[src/sv/tcce_pkg.sv]
// tcce_pkg: shared codes, constants and types of the text console cursor engine
// used by tcce_engine and text_console_cursor_engine_core; no dependencies
package tcce_pkg;

  // operation codes
  localparam logic [1:0] OP_PUT   = 2'd0;
  localparam logic [1:0] OP_READ  = 2'd1;
  localparam logic [1:0] OP_CLEAR = 2'd2;

  // control bytes and printable range
  localparam logic [7:0] CH_BS       = 8'h08;
  localparam logic [7:0] CH_TAB      = 8'h09;
  localparam logic [7:0] CH_LF       = 8'h0A;
  localparam logic [7:0] CH_CR       = 8'h0D;
  localparam logic [7:0] CH_PRINT_LO = 8'h20;
  localparam logic [7:0] CH_PRINT_HI = 8'h7F;

  localparam int TAB_STOP = 8;

  // white on black space
  localparam logic [15:0] BLANK_CELL = 16'h0F20;
  localparam logic [3:0]  BG_BLACK   = 4'h0;

  typedef enum logic [6:0] {
    ST_INIT   = 7'b0000001,
    ST_IDLE   = 7'b0000010,
    ST_ACT    = 7'b0000100,
    ST_RDATA  = 7'b0001000,
    ST_CLEAR  = 7'b0010000,
    ST_SCROLL = 7'b0100000,
    ST_DONE   = 7'b1000000
  } tcce_state_t;

  typedef struct packed {
    logic        valid;
    logic [10:0] cursor_pos;
    logic        bell;
    logic [15:0] cell_word;
  } tcce_result_t;

  typedef struct packed {
    logic clearing;
    logic scrolling;
  } tcce_status_t;

endpackage

[src/sv/tcce_engine.sv]
// tcce_engine: sequencer of the console, cursor registers and the buffer sweep counter
// depends on tcce_pkg; drives the ports of one tcce_ram
module tcce_engine
  import tcce_pkg::*;
#(
  parameter int COLUMNS = 80,
  parameter int ROWS    = 25
) (
  input  logic                                clk,
  input  logic                                rst,
  input  logic                                in_valid,
  output logic                                in_ready,
  input  logic [1:0]                          operation,
  input  logic [7:0]                          char_code,
  input  logic [3:0]                          fg_color,
  input  logic [10:0]                         cell_index,
  input  logic                                res_free,
  output tcce_result_t                        res,
  output tcce_status_t                        status,
  output logic                                ram_we,
  output logic [$clog2(COLUMNS*ROWS)-1:0]     ram_waddr,
  output logic [15:0]                         ram_wdata,
  output logic [$clog2(COLUMNS*ROWS)-1:0]     ram_raddr,
  input  logic [15:0]                         ram_rdata
);

  localparam int CELLS = COLUMNS * ROWS;
  localparam int AW    = $clog2(CELLS);
  localparam int CW    = $clog2(CELLS + 1);
  localparam int PW    = $clog2(CELLS + 1);
  localparam int CLW   = $clog2(COLUMNS + 1);
  localparam int RW    = $clog2(ROWS);

  tcce_state_t    state;
  logic [CW-1:0]  cnt;
  logic           scr_valid;
  logic [AW-1:0]  scr_addr;
  logic           resume_act;
  logic [CLW-1:0] col;
  logic [RW-1:0]  row;
  logic [7:0]     ch_q;
  logic [3:0]     fg_q;
  logic           rd_hit;
  logic           res_bell;
  logic [15:0]    res_word;

  logic            accept;
  logic            wrap_pending;
  logic            last_row;
  logic            printable;
  logic [PW-1:0]   pos;
  logic [PW+10:0]  pos_ext;
  logic [CLW:0]    tab_sum;
  logic [CLW:0]    tab_round;
  logic [CLW-1:0]  tab_col;
  logic [CW:0]     scr_rd;
  logic            index_hit;

  assign in_ready = (state == ST_IDLE) || ((state == ST_DONE) && res_free);
  assign accept   = in_valid && in_ready;

  assign wrap_pending = (col == CLW'(COLUMNS));
  assign last_row     = (row == RW'(ROWS - 1));
  assign printable    = (ch_q >= CH_PRINT_LO) && (ch_q <= CH_PRINT_HI);

  // the one multiply-add: write address while putting, cursor position when reporting
  assign pos     = PW'(row) * PW'(COLUMNS) + PW'(col);
  assign pos_ext = (PW + 11)'(pos);

  assign tab_sum   = {1'b0, col} + (CLW + 1)'(TAB_STOP);
  assign tab_round = tab_sum & ~(CLW + 1)'(TAB_STOP - 1);
  assign tab_col   = (tab_round > (CLW + 1)'(COLUMNS)) ? CLW'(COLUMNS) : tab_round[CLW-1:0];

  // scroll reads one row ahead of the write pointer
  assign scr_rd    = {1'b0, cnt} + (CW + 1)'(COLUMNS);
  assign index_hit = (CW + 11)'(cell_index) < (CW + 11)'(CELLS);

  always_ff @(posedge clk) begin
    if (rst) begin
      state      <= ST_INIT;
      cnt        <= '0;
      scr_valid  <= 1'b0;
      resume_act <= 1'b0;
      col        <= '0;
      row        <= '0;
    end else if (accept) begin
      case (operation)
        OP_PUT:  state <= ST_ACT;
        OP_READ: state <= ST_RDATA;
        OP_CLEAR: begin
          state <= ST_CLEAR;
          cnt   <= '0;
          col   <= '0;
          row   <= '0;
        end
        default: state <= ST_DONE;
      endcase
    end else begin
      case (state)
        ST_INIT, ST_CLEAR: begin
          cnt <= cnt + CW'(1);
          if (cnt == CW'(CELLS - 1)) begin
            state <= (state == ST_INIT) ? ST_IDLE : ST_DONE;
          end
        end
        ST_ACT: begin
          if (wrap_pending) begin
            col <= '0;
            if (last_row) begin
              resume_act <= 1'b1;
              cnt        <= '0;
              scr_valid  <= 1'b0;
              state      <= ST_SCROLL;
            end else begin
              row <= row + RW'(1);
            end
          end else begin
            state <= ST_DONE;
            case (ch_q)
              CH_BS: begin
                if (col != '0) begin
                  col <= col - CLW'(1);
                end else if (row != '0) begin
                  row <= row - RW'(1);
                  col <= CLW'(COLUMNS - 1);
                end
              end
              CH_TAB: col <= tab_col;
              CH_CR:  col <= '0;
              CH_LF: begin
                col <= '0;
                if (last_row) begin
                  resume_act <= 1'b0;
                  cnt        <= '0;
                  scr_valid  <= 1'b0;
                  state      <= ST_SCROLL;
                end else begin
                  row <= row + RW'(1);
                end
              end
              default: begin
                if (printable) begin
                  col <= col + CLW'(1);
                end
              end
            endcase
          end
        end
        ST_SCROLL: begin
          if (cnt != CW'(CELLS)) begin
            cnt       <= cnt + CW'(1);
            scr_valid <= 1'b1;
          end else begin
            scr_valid <= 1'b0;
          end
          // the cursor row stays on the last row across the scroll
          if (scr_valid && (scr_addr == AW'(CELLS - 1))) begin
            state <= resume_act ? ST_ACT : ST_DONE;
          end
        end
        ST_RDATA: state <= ST_DONE;
        ST_DONE: begin
          if (res_free) begin
            state <= ST_IDLE;
          end
        end
        default: ;
      endcase
    end
  end

  always_ff @(posedge clk) begin
    scr_addr <= cnt[AW-1:0];
    if (accept) begin
      ch_q     <= char_code;
      fg_q     <= fg_color;
      rd_hit   <= index_hit;
      res_bell <= 1'b0;
      res_word <= '0;
    end else if (state == ST_RDATA) begin
      res_word <= rd_hit ? ram_rdata : '0;
    end else if ((state == ST_ACT) && !wrap_pending && (ch_q == CH_BS) &&
                 (col == '0) && (row == '0)) begin
      res_bell <= 1'b1;
    end
  end

  always_comb begin
    ram_we    = 1'b0;
    ram_waddr = cnt[AW-1:0];
    ram_wdata = BLANK_CELL;
    case (state)
      ST_INIT, ST_CLEAR: ram_we = 1'b1;
      ST_SCROLL: begin
        ram_we    = scr_valid;
        ram_waddr = scr_addr;
        ram_wdata = (scr_addr < AW'(CELLS - COLUMNS)) ? ram_rdata : BLANK_CELL;
      end
      ST_ACT: begin
        ram_we    = !wrap_pending && printable;
        ram_waddr = pos[AW-1:0];
        ram_wdata = {BG_BLACK, fg_q, ch_q};
      end
      default: ;
    endcase
  end

  always_comb begin
    if (state == ST_SCROLL) begin
      ram_raddr = (scr_rd < (CW + 1)'(CELLS)) ? AW'(scr_rd) : '0;
    end else begin
      ram_raddr = index_hit ? AW'(cell_index) : '0;
    end
  end

  assign res.valid      = (state == ST_DONE);
  assign res.cursor_pos = pos_ext[10:0];
  assign res.bell       = res_bell;
  assign res.cell_word  = res_word;

  assign status.clearing  = (state == ST_INIT) || (state == ST_CLEAR);
  assign status.scrolling = (state == ST_SCROLL);

endmodule
[config.mk]
export PLATFORM = sky130hd
export DESIGN_NAME = tcce_engine
export DESIGN_NICKNAME = d
export VERILOG_FILES = /design/src/sv/tcce_pkg.sv /design/src/sv/tcce_engine.sv
export SDC_FILE = /design/constraint.sdc
export NUM_CORES = 1
export LEC_CHECK = 0
export BUFFER_PORTS_ARGS = -buffer_cell sky130_fd_sc_hd__buf_2
export CORE_UTILIZATION = 23
export CTS_BUF_LIST = sky130_fd_sc_hd__clkbuf_16
export CTS_CLUSTER_SIZE = 40
export DETAILED_ROUTE_END_ITERATION = 6
export SYNTH_ARGS = -nofsm -noshare
export SYNTH_HDL_FRONTEND = slang
export SYNTH_SLANG_ARGS = --single-unit
export TNS_END_PERCENT = 5
[constraint.sdc]
create_clock -name clk -period 2.1 [get_ports clk]
set_input_delay 0.21 -clock clk [delete_from_list [all_inputs] [get_ports clk]]
set_output_delay 0.21 -clock clk [all_outputs]
set_load 0.01 [all_outputs]
# After elaboration in Yosys (flattened, before gate mapping)
# Index checks and enable logic that the tools add are counted.
dict set report word_totals {
  word_cells 144
  register_bits 73
  output_inout_bits 71
}
dict set report op_classes {
  mul 1
  muxes 53
  magnitude_cmp 6
  bitwise_logic 2
  add_sub_neg 8
  n_reduce_logical 33
  n_eq_ne 29
}
# cell n
set op_table {}
lappend op_table {{two-way mux 7 bit} 18}
lappend op_table {{two-way mux 11 bit} 9}
lappend op_table {{one-hot mux 7 bit (3 select lines)} 2}
lappend op_table {{two-way mux 5 bit} 7}
lappend op_table {{one-hot mux 7 bit (5 select lines)} 1}
lappend op_table {{one-hot mux 11 bit (3 select lines)} 1}
lappend op_table {{== test 8 x 4 -> 1 bit, second input constant} 4}
lappend op_table {{two-way mux 16 bit} 2}
lappend op_table {{one-hot mux 16 bit (2 select lines)} 1}
lappend op_table {{== test 11 bit, second input constant} 2}
lappend op_table {{< comparator 11 bit, second input constant} 2}
lappend op_table {{one-hot mux 11 bit (2 select lines)} 1}
lappend op_table {{== test 7 bit, second input constant} 2}
lappend op_table {{adder 11 x 7 -> 12 bit, second input constant} 1}
lappend op_table {{< comparator 12 x 11 -> 1 bit, second input constant} 1}
lappend op_table {{inequality test 4 bit, second input constant} 3}
lappend op_table {{AND reduction 4 bit} 3}
lappend op_table {{nonzero test 6 bit} 2}
lappend op_table {{adder 11 x 1 -> 11 bit, second input constant} 1}
lappend op_table {{adder 11 x 7 -> 11 bit} 1}
lappend op_table {{inequality test 11 bit, second input constant} 1}
lappend op_table {{one-hot mux 5 bit (2 select lines)} 1}
lappend op_table {{AND reduction 5 bit} 2}
lappend op_table {{logical AND 1 bit} 9}
lappend op_table {{40 further kinds} 55}

# Logic depth before layout (Yosys ltp)
dict set report logic_depth {
  ltp_word 7
  ltp_mapped 10
}

# Worst setup path after synthesis
# Ideal clock, no wire load.
dict set report synth_timing {
  kind {register to output}
  from {register row[3]}
  to {output ram_waddr[10]}
  path_slack_ps -223
  arrival_ps 2113
  t_required_ps 1890
  n_path_buf 0
  stages_incl_launch_ff 9
  cell_sequence {dfxtp_1 ha_1 ha_1 fa_1 xnor2_1 nor3b_1 xnor3_1 nand2_1 nand3_1}
}
# element line
set synth_rtl {}
lappend synth_rtl {{from (decl)} tcce_engine.sv:40} ;# logic [RW-1:0] row;
lappend synth_rtl {{from (signal assigned)} tcce_engine.sv:115} ;# row <= row + RW'(1);
lappend synth_rtl {{from (signal assigned)} tcce_engine.sv:124} ;# row <= row - RW'(1);
lappend synth_rtl {{from (signal assigned)} tcce_engine.sv:138} ;# row <= row + RW'(1);
lappend synth_rtl {{to (decl)} tcce_engine.sv:21} ;# output logic [$clog2(COLUMNS*ROWS)-1:0] ram_waddr,

# Worst setup path in the final report
dict set report layout_timing {
  from {register row[0]}
  to {output ram_waddr[10]}
}
dict set report layout_via {
  elab_chain_len 3
}
# element line
set layout_rtl {}
lappend layout_rtl {{multiplier 5 x 3 -> 7 bit} tcce_engine.sv:67} ;# assign pos = PW'(row) * PW'(COLUMNS) + PW'(col);
lappend layout_rtl {{adder 11 x 7 -> 11 bit} tcce_engine.sv:67}
lappend layout_rtl {{one-hot mux 11 bit (2 select lines)} tcce_engine.sv:192} ;# case (state)
# No other way between the ends.

==> metrics <==
crit path max fanout=3; final period utilization=123%; post-synth net total=707; depth of the worst hold-timing path=1; synthesized area=5110 sq um; via/cell ratio=4.92; Fillers=2,281; largest net degree at the start of global routing=29; root buffer cell=clkbuf_16; TritonCTS Sinks=73; H-tree depth=3; Max Root-Sink Buffers=2; r2r worst-path depth=9; Die Wd=151 microns; Post-Route Setup TNS=-9.63 ns; CP delay by family, top=adder cells; Synth Instances=636; Final setup viols=50; start of the worst register-to-register path=row[1]$_SDFFE_PP0P_; hold path endpoint=ch_q[1]$_DFFE_PN_; Multi-input gate area=3470 sq um; initial antenna violation count=0; Antenna Cells=0; initial detailed-routing violation count=295; wire per inst=15.6 microns; final core occ=34.8%; Final GP Congestion=0.891; final WL=17.8 mm; Routed Antenna Nets=0; synthesis-stage register bit count=73; TritonCTS buffer count=9; core box area=21,800 sq um; hpwl dp=14.2 mm; Final nets=927; critical path data arrival time=2.38 ns; first-pass GRT wire length=28.1 mm; Hold Violations, Final=0; Placed Cells=1,123; Min-Delay Path Class=in2reg; layout cells sized above 1=41.3%; CP endpoint kind=output pin; crit-path max cell delay=0.56 ns; fmax=386 MHz; pwr dens=428 nW/um^2; FF-to-FF End=row[2]$_SDFFE_PP0P_; PortBufs=115; Critical Path, Cell by Cell=buf_6 -> ha_4 -> ha_4 -> fa_2 -> nor3b_2 -> xnor3_1 -> nand2_1 -> nand3_2 -> buf_6; starting density of the core=23.4%; Syn-to-layout area delta=48.8%; Slew Limit Fails=0; Hold Startpoint=char_code[1]; Register Area=1610 sq um; asr flop ratio synth=0%; max_slew headroom=62.7%; CTS Hold Bufs=0; Netlist cell types=80; Clk Latency, worst-skew pair=0.35 ns; clock slew at reported path FFs=0.07 ns; critical path required time=1.89 ns; post-synthesis sequential area ratio=31.2%; gr usage total=15.9%; worst clock skew=0.00856 ns; total grt overflow=0; R2R Setup Slk=-0.15 ns; total of warnings raised by yosys=0; RSZ-0062 raised after global routing=true; Die H=151 microns; Post-synth EDFFs=13; minimum clock period=2.59 ns; TritonRoute pass-1 iters=5; via count of the first global-routing pass=5,357; I/O pin cnt=116; Finished Layout Cells=1,141; ys flop type=dfxtp_1; vias=5,614; Die Area=22,800 sq um; status=finished with violations; Cell Rows=54; Hold WS=0.0282 ns; VDD IR-drop max=0.000273 V; Crit Path Class=reg2out; Max Cap Viol=0; CTS tree=built; Crit-path slowest cell=fa_2; worst slew pin tran=0.559 ns; drc violations=0; Worst setup SP type=register; CP Buf/Inv Count=2; leakage=3.34 nW; Final Worst Setup Slack=-0.493 ns; failing checks=setup timing; Mapped Avg Cell Area=8.03 sq um
registers in the layout, summed over array words and instances (netlist names), 4 cells and up:
register	flops
ch_q	8
cnt	11
col	7
fg_q	4
res_word	16
row	5
scr_addr	11
state	7
how the worst max path moves through the flow:
stage                                startpoint             to  slack, ns  depth (start not counted)
after CTS                   row[0]$_SDFFE_PP0P_  ram_waddr[10]      -0.55                         10
after global routing        row[0]$_SDFFE_PP0P_  ram_waddr[10]      -0.57                          9
after detailed placement  state[2]$_SDFFE_PP0P_         ram_we      -0.26                          8
after floorplan             row[1]$_SDFFE_PP0P_   ram_waddr[9]      -0.12                          8
final                       row[0]$_SDFFE_PP0P_  ram_waddr[10]      -0.49                          9
after global placement    state[2]$_SDFFE_PP0P_         ram_we      -0.29                          8
power breakdown:
group / leakage, nW / switching (mW) / internal [mW]
registers: 0.611 / 0.00768 / 1.43
clock network: 0.159 / 0.657 / 0.994
logic: 2.57 / 0.0835 / 0.0803
total: 3.34 / 0.748 / 2.51
worst register-to-register path, stage by stage (launching register included):
cell	delay, ns
dfxtp_2	0.34
inv_1	0.08
ha_1	0.17
or4b_4	0.48
a41o_1	0.25
nor4b_2	0.15
o21ai_1	0.29
buf_4	0.18
a211oi_1	0.04
o21a_1	0.19
cell usage after synthesis, types with 3 or more instances:
| cell | n | share of area [%] |
|---|---|---|
| nand2_1 | 68 | 5.0 |
| dfxtp_1 | 60 | 24 |
| a21oi_1 | 56 | 5.5 |
| nor2_1 | 49 | 3.6 |
| nand3_1 | 36 | 3.5 |
| o21ai_0 | 33 | 3.2 |
| clkbuf_1 | 29 | 2.1 |
| ha_1 | 24 | 5.9 |
| inv_1 | 21 | 1.5 |
| o22ai_1 | 17 | 2.1 |
| edfxtp_1 | 13 | 7.6 |
| or3_1 | 11 | 1.3 |
| xnor2_1 | 11 | 1.9 |
| a22o_1 | 10 | 1.7 |
| and3_1 | 10 | 1.2 |
| mux2i_1 | 10 | 2.0 |
| nor3_1 | 10 | 0.98 |
| a211oi_1 | 9 | 1.3 |
| and2_1 | 9 | 1.1 |
| buf_2 | 9 | 0.88 |
| nand4_1 | 8 | 0.98 |
| a22oi_1 | 7 | 1.0 |
| buf_4 | 7 | 1.0 |
| a21o_1 | 6 | 0.88 |
| nand2b_1 | 6 | 0.74 |
| nor2b_1 | 6 | 0.74 |
| xor2_1 | 6 | 1.0 |
| a31o_2 | 5 | 0.86 |
| o31ai_1 | 5 | 0.74 |
| nor4b_1 | 4 | 0.69 |
| o2111ai_1 | 4 | 0.69 |
| o21ai_1 | 4 | 0.39 |
| a21boi_0 | 3 | 0.44 |
| a31oi_1 | 3 | 0.37 |
| a32o_1 | 3 | 0.59 |
| and4_1 | 3 | 0.51 |
| nand4b_1 | 3 | 0.51 |
| or4_1 | 3 | 0.44 |
logic make-up (layout without fill, tap and decap cells):
| group | after synthesis | count (layout) | share of synthesized area, % |
|---|---|---|---|
| AO/OA/AOI/OAI | 189 | 189 | 24.5 |
| multiplexers | 10 | 10 | 1.96 |
| XOR/XNOR | 18 | 18 | 3.36 |
| buffers and inverters | 73 | 298 | 6.39 |
| AND/OR/NAND/NOR | 247 | 247 | 25.9 |
| adder cells (fa/ha/maj) | 26 | 26 | 6.66 |
| flip-flops | 73 | 73 | 31.2 |
stage by stage:
| step | total power, mW | cell area, sq um | setup WS (ns) |
|---|---|---|---|
| floorplan | 1.53 | 5140 | -0.117 |
| global placement | 1.63 | 6950 | -0.294 |
| detailed placement | 1.63 | 6950 | -0.264 |
| CTS | 3.27 | 7440 | -0.545 |
| global route | 3.34 | 7600 | -0.569 |
| finish | 3.25 | 7600 | -0.493 |
cell type report:
type	instances	area share, %
clock buffers	10	3.29
flip-flops and latches	73	21.2
well taps	280	4.61
multi-input cells	490	45.7
clock inverters	6	0.856
repair buffers	258	23.1
inverters	24	1.27
routing by layer:
metal  global-route usage (%)  part of all wire [%]  vias to the layer above
li1                         -                     -                     2775
met4                     6.15                   2.5                        0
met3                     2.68                   3.6                       28
met2                     28.1                    52                      129
met5                        0                     0                        -
met1                     19.0                    42                     2682
repair_timing:
item / CTS / global route
pin swaps: 15 / 17
gates resized for setup: 43 / 42
endpoints found under the setup margin: 70 / 76
buffers inserted: 2 / 0
layout by cell type (no fill, tap or decap), drive strengths merged, types with 7 or more instances in the layout:
cell type and instances:
buf 258, and3 10, mux2i 10, a211oi 9, a21oi 56, and2 10
or3 11, nor3 12, dfxtp 60, nor2 49, nand3 36, a22oi 7
inv 24, nand2 68, clkbuf 10, nand4 9, o21ai 38, xnor2 11
ha 24, o22ai 17, edfxtp 13, a22o 10
Power figures use the tool's default switching activity.
